File: config.mk
export PLATFORM = sky130hd
export DESIGN_NAME = ustar_header_builder
export DESIGN_NICKNAME = d
export VERILOG_FILES = /design/src/rtl/core/uhb_pkg.sv /design/src/rtl/core/uhb_front.sv /design/src/rtl/core/uhb_queue.sv /design/src/rtl/core/uhb_back.sv /design/src/rtl/core/ustar_header_builder.sv
export SDC_FILE = /design/constraint.sdc
export NUM_CORES = 2
export LEC_CHECK = 0
export ABC_CLOCK_PERIOD_IN_PS = 24900
export BUFFER_PORTS_ARGS = -buffer_cell sky130_fd_sc_hd__clkbuf_2
export CORE_MARGIN = 4
export CORE_UTILIZATION = 55
export CTS_CLUSTER_SIZE = 30
export DETAILED_ROUTE_END_ITERATION = 16
export GPL_TIMING_DRIVEN = 1
export PLACE_DENSITY_LB_ADDON = 0.05
export RECOVER_POWER = 25
export SLEW_MARGIN = 20
export SYNTH_ARGS = -nofsm -noshare
export SYNTH_HDL_FRONTEND = slang
export SYNTH_SLANG_ARGS = --single-unit
File: constraint.sdc
create_clock -name clk -period 24.9 [get_ports clk]
set_input_delay 3.735 -clock clk [delete_from_list [all_inputs] [get_ports clk]]
set_output_delay 3.735 -clock clk [all_outputs]
set_load 0.05 [all_outputs]
File: src/rtl/core/uhb_pkg.sv
// uhb_pkg: shared types and constants for the ustar header builder.
// Used by uhb_front, uhb_queue, uhb_back and the top level.
package uhb_pkg;

  localparam int unsigned IN_TDATA_W  = 216;
  localparam int unsigned IN_TUSER_W  = 3;
  localparam int unsigned OUT_TUSER_W = 6;
  localparam int unsigned CFG_ADDR_W  = 2;
  localparam int unsigned CFG_DATA_W  = 32;

  localparam int unsigned PATH_ROWS  = 13;
  localparam int unsigned NAME_ROWS  = 4;
  localparam int unsigned PATH_RA_W  = 4;
  localparam int unsigned NAME_RA_W  = 2;
  localparam int unsigned QDEPTH     = 2;
  localparam int unsigned QPTR_W     = 1;
  localparam int unsigned QCNT_W     = 2;

  localparam logic CMD_LOAD  = 1'b0;
  localparam logic CMD_BUILD = 1'b1;

  localparam logic [1:0] SEL_PATH  = 2'd0;
  localparam logic [1:0] SEL_USER  = 2'd1;
  localparam logic [1:0] SEL_GROUP = 2'd2;

  localparam logic [CFG_ADDR_W-1:0] REG_MTIME = 2'd0;
  localparam logic [CFG_ADDR_W-1:0] REG_FMODE = 2'd1;
  localparam logic [CFG_ADDR_W-1:0] REG_DMODE = 2'd2;

  localparam logic [31:0] RST_MTIME = 32'd1700000000;
  localparam logic [11:0] RST_FMODE = 12'o0644;
  localparam logic [11:0] RST_DMODE = 12'o0755;

  // word positions inside the 512-byte header
  localparam logic [5:0] W_PATH_LAST  = 6'd12;
  localparam logic [5:0] W_LEAD_LAST  = 6'd17;
  localparam logic [5:0] W_CHKSUM     = 6'd18;
  localparam logic [5:0] W_TYPE       = 6'd19;
  localparam logic [5:0] W_MAGIC      = 6'd32;
  localparam logic [5:0] W_USER       = 6'd33;
  localparam logic [5:0] W_USER_LAST  = 6'd36;
  localparam logic [5:0] W_GROUP      = 6'd37;
  localparam logic [5:0] W_GROUP_LAST = 6'd40;
  localparam logic [5:0] W_GROUP_END  = 6'd41;
  localparam logic [5:0] W_LAST       = 6'd63;

  // byte 0 in bits 7:0
  localparam logic [63:0] NAME_UNNAMED = 64'h0064_656D_616E_6E75;
  localparam logic [63:0] NAME_STAFF   = 64'h0000_0066_6661_7473;
  localparam logic [63:0] MAGIC_WORD   = 64'h3000_7261_7473_7500;

  localparam logic [7:0] CH_ZERO  = 8'h30;
  localparam logic [7:0] CH_SPACE = 8'h20;
  localparam logic [7:0] CH_DIR   = 8'h35;
  localparam logic [7:0] CH_FILE  = 8'h30;

  typedef struct packed {
    logic        build;
    logic [1:0]  sel;
    logic [3:0]  chunk;
    logic [63:0] bytes;
    logic [11:0] mode;
    logic [20:0] uid;
    logic [20:0] gid;
    logic [32:0] fsize;
    logic [31:0] mtime;
    logic        dir;
    logic [2:0]  given;
  } item_t;

  function automatic logic [7:0] octal_char(input logic [2:0] d);
    return {5'b00110, d};
  endfunction

endpackage

File: src/rtl/core/uhb_front.sv
// uhb_front: input word decode, default resolution and configuration registers.
// Depends on uhb_pkg; feeds uhb_queue.
module uhb_front import uhb_pkg::*; (
  input  logic                  clk,
  input  logic                  rst_n,
  input  logic                  in_tvalid,
  output logic                  in_tready,
  input  logic [IN_TDATA_W-1:0] in_tdata,
  input  logic [IN_TUSER_W-1:0] in_tuser,
  input  logic                  cfg_we,
  input  logic [CFG_ADDR_W-1:0] cfg_addr,
  input  logic [CFG_DATA_W-1:0] cfg_wdata,
  output logic                  q_push,
  output item_t                 q_item,
  input  logic                  q_ready
);

  logic [31:0] dmtime_r;
  logic [11:0] fmode_r;
  logic [11:0] dmode_r;

  logic [31:0] mode_bits;
  logic [31:0] mod_time;
  logic        is_dir;

  always_ff @(posedge clk) begin
    if (!rst_n) begin
      dmtime_r <= RST_MTIME;
      fmode_r  <= RST_FMODE;
      dmode_r  <= RST_DMODE;
    end else if (cfg_we) begin
      unique case (cfg_addr)
        REG_MTIME: dmtime_r <= cfg_wdata;
        REG_FMODE: fmode_r  <= cfg_wdata[11:0];
        REG_DMODE: dmode_r  <= cfg_wdata[11:0];
        default: ;
      endcase
    end
  end

  assign mode_bits = in_tdata[99:68];
  assign mod_time  = in_tdata[206:175];
  assign is_dir    = in_tdata[207];

  assign in_tready = q_ready;
  assign q_push    = in_tvalid && q_ready;

  always_comb begin
    q_item.build = in_tuser[0];
    q_item.sel   = in_tuser[2:1];
    q_item.chunk = in_tdata[3:0];
    q_item.bytes = in_tdata[67:4];
    q_item.mode  = (mode_bits != '0) ? mode_bits[11:0] : (is_dir ? dmode_r : fmode_r);
    q_item.uid   = in_tdata[120:100];
    q_item.gid   = in_tdata[141:121];
    q_item.fsize = is_dir ? '0 : in_tdata[174:142];
    q_item.mtime = (mod_time != '0) ? mod_time : dmtime_r;
    q_item.dir   = is_dir;
    q_item.given = in_tdata[210:208];
  end

endmodule

File: src/rtl/core/uhb_queue.sv
// uhb_queue: two-entry queue of decoded items between front and back.
// Depends on uhb_pkg.
module uhb_queue import uhb_pkg::*; (
  input  logic  clk,
  input  logic  rst_n,
  input  logic  push,
  input  item_t push_item,
  output logic  ready,
  input  logic  pop,
  output logic  valid,
  output item_t head
);

  item_t             ent_r [QDEPTH];
  logic [QPTR_W-1:0] wptr_r;
  logic [QPTR_W-1:0] rptr_r;
  logic [QCNT_W-1:0] cnt_r;
  logic              do_push;
  logic              do_pop;

  assign ready   = cnt_r != QCNT_W'(QDEPTH);
  assign valid   = cnt_r != '0;
  assign head    = ent_r[rptr_r];
  assign do_push = push && ready;
  assign do_pop  = pop && valid;

  always_ff @(posedge clk) begin
    if (do_push) ent_r[wptr_r] <= push_item;
  end

  always_ff @(posedge clk) begin
    if (!rst_n) begin
      wptr_r <= '0;
      rptr_r <= '0;
      cnt_r  <= '0;
    end else begin
      if (do_push) wptr_r <= wptr_r + 1'b1;
      if (do_pop) rptr_r <= rptr_r + 1'b1;
      if (do_push && !do_pop) begin
        cnt_r <= cnt_r + 1'b1;
      end else if (do_pop && !do_push) begin
        cnt_r <= cnt_r - 1'b1;
      end
    end
  end

endmodule

File: src/rtl/core/uhb_back.sv
// uhb_back: name stores, header word sequencer, checksum and output register.
// Depends on uhb_pkg; takes items from uhb_queue.
module uhb_back import uhb_pkg::*; (
  input  logic        clk,
  input  logic        rst_n,
  input  logic        q_valid,
  input  item_t       q_item,
  output logic        q_pop,
  output logic        out_tvalid,
  input  logic        out_tready,
  output logic [63:0] out_tdata,
  output logic [5:0]  out_tuser,
  output logic        out_tlast
);

  localparam logic [1:0] PH_LEAD = 2'd0;
  localparam logic [1:0] PH_SUM  = 2'd1;
  localparam logic [1:0] PH_EMIT = 2'd2;

  localparam logic [1:0] CL_NONE  = 2'd0;
  localparam logic [1:0] CL_PATH  = 2'd1;
  localparam logic [1:0] CL_USER  = 2'd2;
  localparam logic [1:0] CL_GROUP = 2'd3;

  logic [63:0] path_mem_r  [PATH_ROWS];
  logic [63:0] user_mem_r  [NAME_ROWS];
  logic [63:0] group_mem_r [NAME_ROWS];
  logic [PATH_ROWS-1:0] path_vld_r;
  logic [NAME_ROWS-1:0] user_vld_r;
  logic [NAME_ROWS-1:0] group_vld_r;

  logic        busy_r;
  logic [1:0]  phase_r, phase_nxt;
  logic [5:0]  k_r, k_nxt;
  item_t       cur_r;

  logic        b_valid_r;
  logic [1:0]  b_phase_r;
  logic [5:0]  b_k_r;
  logic [63:0] path_q_r, user_q_r, group_q_r;
  logic        path_vq_r, user_vq_r, group_vq_r;
  logic [7:0]  carry_r;
  logic        path_end_r, user_end_r, group_end_r;
  logic [16:0] sum_r;

  logic        out_valid_r;
  logic [63:0] out_data_r;
  logic [5:0]  out_idx_r;
  logic        out_last_r;

  logic adv, step, last_step, load_we, build_go;
  logic path_we, user_we, group_we, path_re, user_re, group_re;
  logic [PATH_RA_W-1:0] path_ra;
  logic [NAME_RA_W-1:0] user_ra, group_ra;

  logic [63:0] path_row, user_row, group_row;
  logic [7:0]  rg [64];
  logic [7:0]  wb [8];
  logic [1:0]  cls [8];
  logic [5:0]  ridx;
  logic [20:0] mode21;
  logic [32:0] mt33;
  logic [17:0] sum18;
  logic        pe, ue, ge;
  logic [10:0] bsum;
  logic [63:0] word;

  assign adv       = !out_valid_r || out_tready;
  assign q_pop     = q_valid && !busy_r;
  assign load_we   = q_pop && (q_item.build == CMD_LOAD);
  assign build_go  = q_pop && (q_item.build == CMD_BUILD);
  assign step      = busy_r && adv;
  assign last_step = (phase_r == PH_EMIT) && (k_r == W_LAST);

  assign path_we  = load_we && (q_item.sel == SEL_PATH) && (q_item.chunk < 4'(PATH_ROWS));
  assign user_we  = load_we && (q_item.sel == SEL_USER) && (q_item.chunk < 4'(NAME_ROWS));
  assign group_we = load_we && (q_item.sel == SEL_GROUP) && (q_item.chunk < 4'(NAME_ROWS));

  assign path_ra  = k_r[PATH_RA_W-1:0];
  assign user_ra  = NAME_RA_W'(k_r - W_USER);
  assign group_ra = NAME_RA_W'(k_r - W_GROUP);
  assign path_re  = step && (k_r <= W_PATH_LAST);
  assign user_re  = step && (k_r >= W_USER) && (k_r <= W_USER_LAST);
  assign group_re = step && (k_r >= W_GROUP) && (k_r <= W_GROUP_LAST);

  // step order: lead words 0..17, checksum-only 18,19,32..41, then emit 18..63
  always_comb begin
    phase_nxt = phase_r;
    k_nxt     = k_r + 6'd1;
    unique case (phase_r)
      PH_LEAD: begin
        if (k_r == W_LEAD_LAST) phase_nxt = PH_SUM;
      end
      PH_SUM: begin
        if (k_r == W_TYPE) begin
          k_nxt = W_MAGIC;
        end else if (k_r == W_GROUP_END) begin
          phase_nxt = PH_EMIT;
          k_nxt     = W_CHKSUM;
        end
      end
      PH_EMIT: ;
      default: phase_nxt = PH_LEAD;
    endcase
  end

  always_ff @(posedge clk) begin
    if (path_we) path_mem_r[q_item.chunk] <= q_item.bytes;
    if (user_we) user_mem_r[q_item.chunk[NAME_RA_W-1:0]] <= q_item.bytes;
    if (group_we) group_mem_r[q_item.chunk[NAME_RA_W-1:0]] <= q_item.bytes;
    if (path_re) begin
      path_q_r  <= path_mem_r[path_ra];
      path_vq_r <= path_vld_r[path_ra];
    end
    if (user_re) begin
      user_q_r  <= user_mem_r[user_ra];
      user_vq_r <= user_vld_r[user_ra];
    end
    if (group_re) begin
      group_q_r  <= group_mem_r[group_ra];
      group_vq_r <= group_vld_r[group_ra];
    end
  end

  always_ff @(posedge clk) begin
    if (!rst_n) begin
      path_vld_r  <= '0;
      user_vld_r  <= '0;
      group_vld_r <= '0;
    end else if (step && last_step) begin
      path_vld_r  <= '0;
      user_vld_r  <= '0;
      group_vld_r <= '0;
    end else begin
      if (path_we) path_vld_r[q_item.chunk] <= 1'b1;
      if (user_we) user_vld_r[q_item.chunk[NAME_RA_W-1:0]] <= 1'b1;
      if (group_we) group_vld_r[q_item.chunk[NAME_RA_W-1:0]] <= 1'b1;
    end
  end

  always_ff @(posedge clk) begin
    if (!rst_n) begin
      busy_r      <= 1'b0;
      phase_r     <= PH_LEAD;
      k_r         <= '0;
      b_valid_r   <= 1'b0;
      out_valid_r <= 1'b0;
    end else begin
      if (build_go) begin
        busy_r  <= 1'b1;
        phase_r <= PH_LEAD;
        k_r     <= '0;
      end else if (step) begin
        if (last_step) busy_r <= 1'b0;
        phase_r <= phase_nxt;
        k_r     <= k_nxt;
      end
      if (adv) begin
        b_valid_r   <= busy_r;
        out_valid_r <= b_valid_r && (b_phase_r != PH_SUM);
      end
    end
  end

  always_ff @(posedge clk) begin
    if (build_go) cur_r <= q_item;
    if (adv) begin
      b_phase_r  <= phase_r;
      b_k_r      <= k_r;
      out_data_r <= word;
      out_idx_r  <= b_k_r;
      out_last_r <= b_k_r == W_LAST;
    end
    if (adv && b_valid_r) begin
      path_end_r  <= pe;
      user_end_r  <= ue;
      group_end_r <= ge;
      if (b_k_r >= W_USER && b_k_r <= W_GROUP_LAST) begin
        carry_r <= (b_k_r <= W_USER_LAST) ? user_row[63:56] : group_row[63:56];
      end
    end
    if (build_go) begin
      sum_r <= '0;
    end else if (adv && b_valid_r && b_phase_r != PH_EMIT) begin
      sum_r <= sum_r + 17'(bsum);
    end
  end

  // fixed-format fields, header bytes 96..159
  always_comb begin
    mode21 = {9'd0, cur_r.mode};
    mt33   = {1'b0, cur_r.mtime};
    sum18  = {1'b0, sum_r};
    for (int i = 0; i < 64; i++) rg[i] = '0;
    for (int i = 0; i < 7; i++) begin
      rg[4 + i]  = octal_char(mode21[3*(6-i) +: 3]);
      rg[12 + i] = octal_char(cur_r.uid[3*(6-i) +: 3]);
      rg[20 + i] = octal_char(cur_r.gid[3*(6-i) +: 3]);
    end
    for (int i = 0; i < 11; i++) begin
      rg[28 + i] = octal_char(cur_r.fsize[3*(10-i) +: 3]);
      rg[40 + i] = octal_char(mt33[3*(10-i) +: 3]);
    end
    if (b_phase_r == PH_EMIT) begin
      for (int i = 0; i < 6; i++) rg[52 + i] = octal_char(sum18[3*(5-i) +: 3]);
      rg[59] = CH_SPACE;
    end else begin
      for (int i = 0; i < 8; i++) rg[52 + i] = CH_SPACE;
    end
    rg[60] = cur_r.dir ? CH_DIR : CH_FILE;
  end

  always_comb begin
    path_row  = cur_r.given[0] ? (path_vq_r ? path_q_r : '0)
                               : ((b_k_r == '0) ? NAME_UNNAMED : '0);
    user_row  = cur_r.given[1] ? (user_vq_r ? user_q_r : '0)
                               : ((b_k_r == W_USER) ? NAME_STAFF : '0);
    group_row = cur_r.given[2] ? (group_vq_r ? group_q_r : '0)
                               : ((b_k_r == W_GROUP) ? NAME_STAFF : '0);
    ridx = b_k_r - W_PATH_LAST;
    for (int i = 0; i < 8; i++) begin
      wb[i]  = '0;
      cls[i] = CL_NONE;
    end
    if (b_k_r < W_PATH_LAST) begin
      for (int i = 0; i < 8; i++) begin
        wb[i]  = path_row[8*i +: 8];
        cls[i] = CL_PATH;
      end
    end else if (b_k_r == W_PATH_LAST) begin
      for (int i = 0; i < 4; i++) begin
        wb[i]  = path_row[8*i +: 8];
        cls[i] = CL_PATH;
      end
      for (int i = 4; i < 8; i++) wb[i] = rg[{ridx[2:0], 3'(i)}];
    end else if (b_k_r <= W_TYPE) begin
      for (int i = 0; i < 8; i++) wb[i] = rg[{ridx[2:0], 3'(i)}];
    end else if (b_k_r == W_MAGIC) begin
      for (int i = 0; i < 8; i++) wb[i] = MAGIC_WORD[8*i +: 8];
    end else if (b_k_r >= W_USER && b_k_r <= W_GROUP_LAST) begin
      if (b_k_r == W_USER) begin
        wb[0] = CH_ZERO;
      end else begin
        wb[0]  = carry_r;
        cls[0] = (b_k_r <= W_GROUP) ? CL_USER : CL_GROUP;
      end
      for (int i = 1; i < 8; i++) begin
        wb[i]  = (b_k_r <= W_USER_LAST) ? user_row[8*(i-1) +: 8] : group_row[8*(i-1) +: 8];
        cls[i] = (b_k_r <= W_USER_LAST) ? CL_USER : CL_GROUP;
      end
    end else if (b_k_r == W_GROUP_END) begin
      wb[0]  = carry_r;
      cls[0] = CL_GROUP;
    end

    // names stop at their first NUL
    pe = (b_k_r == '0) ? 1'b0 : path_end_r;
    ue = (b_k_r == W_USER) ? 1'b0 : user_end_r;
    ge = (b_k_r == W_GROUP) ? 1'b0 : group_end_r;
    for (int i = 0; i < 8; i++) begin
      case (cls[i])
        CL_PATH: begin
          if (wb[i] == '0) pe = 1'b1;
          if (pe) wb[i] = '0;
        end
        CL_USER: begin
          if (wb[i] == '0) ue = 1'b1;
          if (ue) wb[i] = '0;
        end
        CL_GROUP: begin
          if (wb[i] == '0) ge = 1'b1;
          if (ge) wb[i] = '0;
        end
        default: ;
      endcase
    end

    bsum = '0;
    for (int i = 0; i < 8; i++) begin
      bsum      = bsum + 11'(wb[i]);
      word[8*i +: 8] = wb[i];
    end
  end

  assign out_tvalid = out_valid_r;
  assign out_tdata  = out_data_r;
  assign out_tuser  = out_idx_r;
  assign out_tlast  = out_last_r;

endmodule

File: src/rtl/core/ustar_header_builder.sv
// ustar_header_builder: top level of the tar ustar header builder.
// Depends on uhb_pkg, uhb_front, uhb_queue and uhb_back.
//
// Input channel (in_*): load words (tuser cmd = 0) write eight name bytes into
// the path, user or group store at the given chunk; build words (cmd = 1)
// carry the numeric metadata and emit one header.
// Output channel (out_*): each header leaves as 64 words of eight bytes,
// tuser = word index, tlast on word 63.
// Config port: cfg_we with cfg_addr 0 default mtime, 1 default file mode,
// 2 default directory mode; write only while idle.
// The first header word of a build passes the queue, the sequencer, the store
// read and the output register. Throughput: the back end pops a load only while
// idle; a build keeps it busy for 76 sequencer steps: 18 words emitted while
// summing, 12 words summed only for the checksum, then 46 words emitted, one
// step per cycle unless the receiver stalls, via the registered store read.
// A two-entry queue between decode and back end takes up to two words while
// a header is still streaming. When the receiver stalls, the sequencer and the
// store read freeze and the output word holds.
// Reset clears the queue, name store valid bits and output; registers take defaults.
module ustar_header_builder import uhb_pkg::*; (
  input  logic                   clk,
  input  logic                   rst_n,
  input  logic                   in_tvalid,
  output logic                   in_tready,
  // chunk_index, chunk_bytes, mode_bits, owner_id, group_id, size_bytes,
  // mod_time, dir_flag, given_mask, zero pad
  input  logic [IN_TDATA_W-1:0]  in_tdata,
  // cmd, string_select
  input  logic [IN_TUSER_W-1:0]  in_tuser,
  output logic                   out_tvalid,
  input  logic                   out_tready,
  // word_data
  output logic [63:0]            out_tdata,
  // word_index
  output logic [OUT_TUSER_W-1:0] out_tuser,
  output logic                   out_tlast,
  input  logic                   cfg_we,
  input  logic [CFG_ADDR_W-1:0]  cfg_addr,
  input  logic [CFG_DATA_W-1:0]  cfg_wdata
);

  logic  q_push, q_ready, q_pop, q_valid;
  item_t q_in, q_head;

  uhb_front u_front (
    .clk       (clk),
    .rst_n     (rst_n),
    .in_tvalid (in_tvalid),
    .in_tready (in_tready),
    .in_tdata  (in_tdata),
    .in_tuser  (in_tuser),
    .cfg_we    (cfg_we),
    .cfg_addr  (cfg_addr),
    .cfg_wdata (cfg_wdata),
    .q_push    (q_push),
    .q_item    (q_in),
    .q_ready   (q_ready)
  );

  uhb_queue u_queue (
    .clk       (clk),
    .rst_n     (rst_n),
    .push      (q_push),
    .push_item (q_in),
    .ready     (q_ready),
    .pop       (q_pop),
    .valid     (q_valid),
    .head      (q_head)
  );

  uhb_back u_back (
    .clk        (clk),
    .rst_n      (rst_n),
    .q_valid    (q_valid),
    .q_item     (q_head),
    .q_pop      (q_pop),
    .out_tvalid (out_tvalid),
    .out_tready (out_tready),
    .out_tdata  (out_tdata),
    .out_tuser  (out_tuser),
    .out_tlast  (out_tlast)
  );

endmodule

# == After elaboration in Yosys (flattened, before gate mapping) ==
# Memories as Yosys holds them, arrays and structs flattened. A register that Yosys moved wholly into a read port is not among the register bits.
# Index checks and enable logic that the tools add are counted.
# W data, S select, Z words.
# totals
regBits,325
ram_bits,1732
inputBits,258
out_inout_bits,73
wordCells,408
n_memories,4
# classes
addsub,16
n_lt_le_gt_ge,28
eq_ne,47
mux,206
n_bitwise,14
reduce_logical,59
# mem_list
name,words,width,read_ports,rd_ports_with_merged_regs,write_ports,line_no,source
u_back.path_mem_r,13,64,1,1,1,uhb_back.sv:25,logic [63:0] path_mem_r [PATH_ROWS];
u_queue.ent_r,2,194,1,1,1,uhb_queue.sv:14,item_t ent_r [QDEPTH];
u_back.group_mem_r,4,64,1,1,1,uhb_back.sv:27,logic [63:0] group_mem_r [NAME_ROWS];
u_back.user_mem_r,4,64,1,1,1,uhb_back.sv:26,logic [63:0] user_mem_r [NAME_ROWS];
# op_table
cell,n
$mux W64,10
$mux W8,53
$bmux W8 S6,8
$pmux W8 S3,8
$mux W1,95
$mux W39,2
$add A11 B8 Y11,6
$logic_not A8 Y1,8
$reduce_bool A32 Y1,2
$ge A7 B7 Y1 const B,8
$mux W56,1
$not A6 Y7,8
$mux W55,1
$mux W16,3
$mux W45,1
$eq A6 B6 Y1 const B,7
$eq A2 B2 Y1 const B,20
$mux W33,1
$mux W32,1
$le A6 B6 Y1 const B,5
$logic_and A1 B1 Y1,28
$mux W12,2
$mux W6,4
$eq A2 B1 Y1 const B,11
40 further kinds,77

# == Depth between registers and ports, before layout ==
# logic_depth
word_depth,37
depth_mapped,49
mapped_depth_nobuf,43

# == Modules after synthesis ==
# A second synthesis with hierarchy kept.
# hier_totals
cells_unflattened,4753
hier_area_um2,90271.6
# by_module_without_submodules
module,instances,cells_each,area_per_inst_um2,seq_area_each_um2
uhb_back,1,3575,71148.2,53591.4
uhb_queue,1,628,14911.8,11751.3
uhb_front,1,550,4211.5,1121.1

# == Worst setup path after synthesis ==
# No wires, ideal clock.
# synth_timing
kind,input-to-reg
start,input out_tready
end,"register u_back.user_q_r[0], read port of u_back.user_mem_r, enable pin"
setup_ns,0.835
t_arrival_ns,16.721
required_time_ns,24.065
path_slack_ns,7.344
stages,5
path_buffers,0
cell_sequence,nand2b_1 nand2_1 nor2_1 nand2_1 a2111oi_0
# synth_via
elab_chain_cells,4
# synth_lines
element,line_no,source
start: declaration,ustar_header_builder.sv:31,"input logic out_tready,"
$logic_or A1 B1 Y1,uhb_back.sv:68,assign adv = !out_valid_r || out_tready;
$logic_and A1 B1 Y1,uhb_back.sv:72,assign step = busy_r && adv;
$logic_and A1 B1 Y1 (2 in a row),uhb_back.sv:83,assign user_re = step && (k_r >= W_USER) && (k_r <= W_USER_LAST);
via u_back.user_re,uhb_back.sv:52,"logic path_we, user_we, group_we, path_re, user_re, group_re;"
end: declaration,uhb_back.sv:40,"logic [63:0] path_q_r, user_q_r, group_q_r;"
# The timed path passes the listed nets, and every way through them passes these cells.
# A chain may end at the register's enable or synchronous reset.

==> run metrics <==
status complete, but fails checks; failing checks capacitance limit, slew limit; final period utilization 49.87%; Critical Path Slowest Stage Cell clkbuf_1; pwr dens 129.5 nW/um^2; required time of the critical path 25310 ps; Post-DP HPWL 143800 um; I/O pins 331; wirelength, routed 231400 um; slowest stage delay, CP 1810 ps; Clock H-tree levels 4; most frequent cells in the layout edfxtp_1 (2140), mux4_2 (393), clkbuf_2 (325); CTS tree built; dominant synthesized flop cell edfxtp_1; post_cts resized 0; total CTS buffers 220; gr ovfl total 0; maximum vdd drop 0.3488 mV; syn_nets 4893; MaxCap Viol Count 14; CP max FO 34; clock root buffer clkbuf_16; Global Route Usage Sum 27.65%; Initial Util 55.56%; Post-route DRC 0; worst-skew pair later-pin latency 870 ps; unrepaired setup endpoints after global routing false; via/cell ratio 6.343; standard-cell rows 146; dpl cell area 92700 sq um; design area 99630 sq um; Synth-to-Final Area Change 12.83%; startpoint types register; Iteration-0 DRC Markers 5733; Setup Fix Bufs, Post-CTS 0; CTS clock-pin slew for the worst setup and hold paths 60 ps; final net count 5323; hold_ws 461.5 ps; most common cell after layout, fill and taps aside edfxtp_1; total power 12.90 mW; detailed-router iteration count before antenna repair 6; Post-CTS Hold Fix Bufs 0; Fin. Hold Viols 0; Setup CP Type reg2reg; initial antenna violation count 22; layout cell share with drive strength beyond 1 26.38%; worst setup margin 12480 ps; first-pass GRT wire length 330100 um; Final setup viols 0; Die W 408.7 um; Pins Over Slew Limit 675; vias in the first global route 45370; crit path capture type register; final core utilization 62.69%; Final min period 12420 ps; max frequency 80.53 MHz; ANT nets after route 0; PortBufs 325; Synth Cell Area 88300 sq um; largest net degree at the start of global routing 142; WP data arrival 12830 ps; Sink Count 2250; via count 45970; Gate Count Post-Synth 4551; EDFF count, synth 2140; non-filler cells, final 7248; die height 408.7 um; Netlist cell types 103; Setup WS pre-CTS 13800 ps; register area share after synthesis 75.27%; Yosys warnings 0; Leak 32.71 nW; synthesized flop and latch total 2250; slew margin rel. -483.3%; routed length per instance 31.93 um; die footprint 167000 sq um; post-synthesis async set-or-reset flop share 0%; core footprint 158900 sq um; average size of a mapped cell 19.40 sq um; Worst Hold Class reg2reg; Clock Path Buffers 3; Placed Cells 6830; setup TNS 0 ps; Least-Margin Pin Slew 8749 ps; clock skew 65.05 ps; RD Place Congestion 0.9450
==> area by class of cell <==
class                      count  area, sq um
clock buffer                 267         5733
tap                         2072         2592
inverter                      78        292.8
multi-input combinational   1993        20810
sequential                  2250        66460
timing repair buffer         438         2459
antenna                       10        25.02
fill                       11210        59300
clock inverter               140         1249
==> power by group <==
group	switching [mW]	leakage (nW)	internal [mW]
sequential	0.136	20.5	4.71
clock	1.42	3.39	1.77
combinational	2.92	8.77	1.94
==> synthesized netlist by cell type, types with 8 or more instances <==
cell | n | area (sq um)
xnor2_1 | 22 | 192.7
o21ai_0 | 64 | 320.3
ha_1 | 44 | 550.5
buf_4 | 8 | 60.06
a22oi_1 | 11 | 82.58
a21boi_0 | 34 | 255.2
a221oi_1 | 19 | 166.4
a31oi_1 | 11 | 68.82
o21bai_1 | 23 | 172.7
xor2_1 | 10 | 87.58
fa_1 | 40 | 800.8
nor4_1 | 19 | 118.9
mux2i_1 | 46 | 460.4
clkbuf_1 | 130 | 488.0
buf_1 | 51 | 191.4
nor3_1 | 22 | 110.1
or3_1 | 9 | 56.30
a221o_1 | 8 | 80.08
and2_1 | 21 | 131.4
mux4_2 | 393 | 8851
a21o_1 | 59 | 442.9
mux2_2 | 215 | 2421
or2_2 | 8 | 50.05
nand2_1 | 256 | 960.9
o21a_1 | 27 | 202.7
nor2_1 | 118 | 442.9
a211oi_1 | 38 | 285.3
buf_2 | 38 | 190.2
a21oi_1 | 122 | 610.6
and3_1 | 22 | 137.6
dfxtp_1 | 110 | 2202
nand3_1 | 83 | 415.4
nor2b_1 | 50 | 312.8
edfxtp_1 | 2140 | 64260
inv_1 | 78 | 292.8
nand4_1 | 18 | 112.6
nand2b_1 | 20 | 125.1
==> sequential cells by signal (all words and copies together) (netlist names), 2 cells and up, named ones only <==
register and cells:
u_back.sum_r 17, u_back.user_vld_r 4, u_back.path_vld_r 13, u_back.group_vld_r 4
u_back.b_phase_r 2, u_back.path_q_r 64, u_back.carry_r 8, u_front.dmode_r 12
u_queue.cnt_r 2, u_back.phase_r 2, u_back.out_tdata 64, u_back.user_mem_r 256
u_back.cur_r 123, u_back.user_q_r 64, u_queue.ent_r 388, u_back.b_k_r 6
u_back.group_q_r 64, u_front.dmtime_r 32, u_back.group_mem_r 256, u_front.fmode_r 12
u_back.out_tuser 6, u_back.path_mem_r 832, u_back.k_r 6
==> layer usage <==
metal  vias up  part of all wire, %  wire length, um  GRT usage (%)
met2      2057                   47           108800          42.95
met4         6                  2.8             6473          7.739
met3       335                  8.6            19940          5.774
li1      19260                    -                -              -
met5         -                0.021               49              0
met1     24320                   42            96100          40.41
==> worst max-delay path, delay by kind of cell (launching register included) <==
| family | cells | cell delay, ps |
|---|---|---|
| adders and majority gates | 8 | 3180 |
| buffers and inverters | 8 | 2760 |
| xor gates and xnor gates | 3 | 590 |
| DFF | 1 | 320 |
| AOI/OAI and AO/OA | 14 | 3040 |
| and+or+nand+nor | 9 | 2090 |
==> worst paths after layout <==
path                              start                    end  slack [ps]  depth (start not counted)
setup / recovery        u_back.b_k_r[1]       u_back.sum_r[14]       12480                         42
hold / removal    u_back.group_vld_r[1]  u_back.group_vld_r[1]         460                          1
setup reg to reg        u_back.b_k_r[1]       u_back.sum_r[14]       12480                         42
hold reg to reg   u_back.group_vld_r[1]  u_back.group_vld_r[1]         460                          1
==> logic make-up (layout without fill, tap and decap cells) <==
family	count (synthesis)	count (layout)	share of synthesized area, %
buf+inv	308	923	1.433
xor+xnor	32	32	0.3174
mux	654	654	13.29
other cells	0	10	0
compound gates	521	521	4.194
flops	2250	2250	75.27
fa+ha+maj	84	84	1.530
simple gates	702	702	3.969
Note: power is estimated with default switching activity, not from simulation.
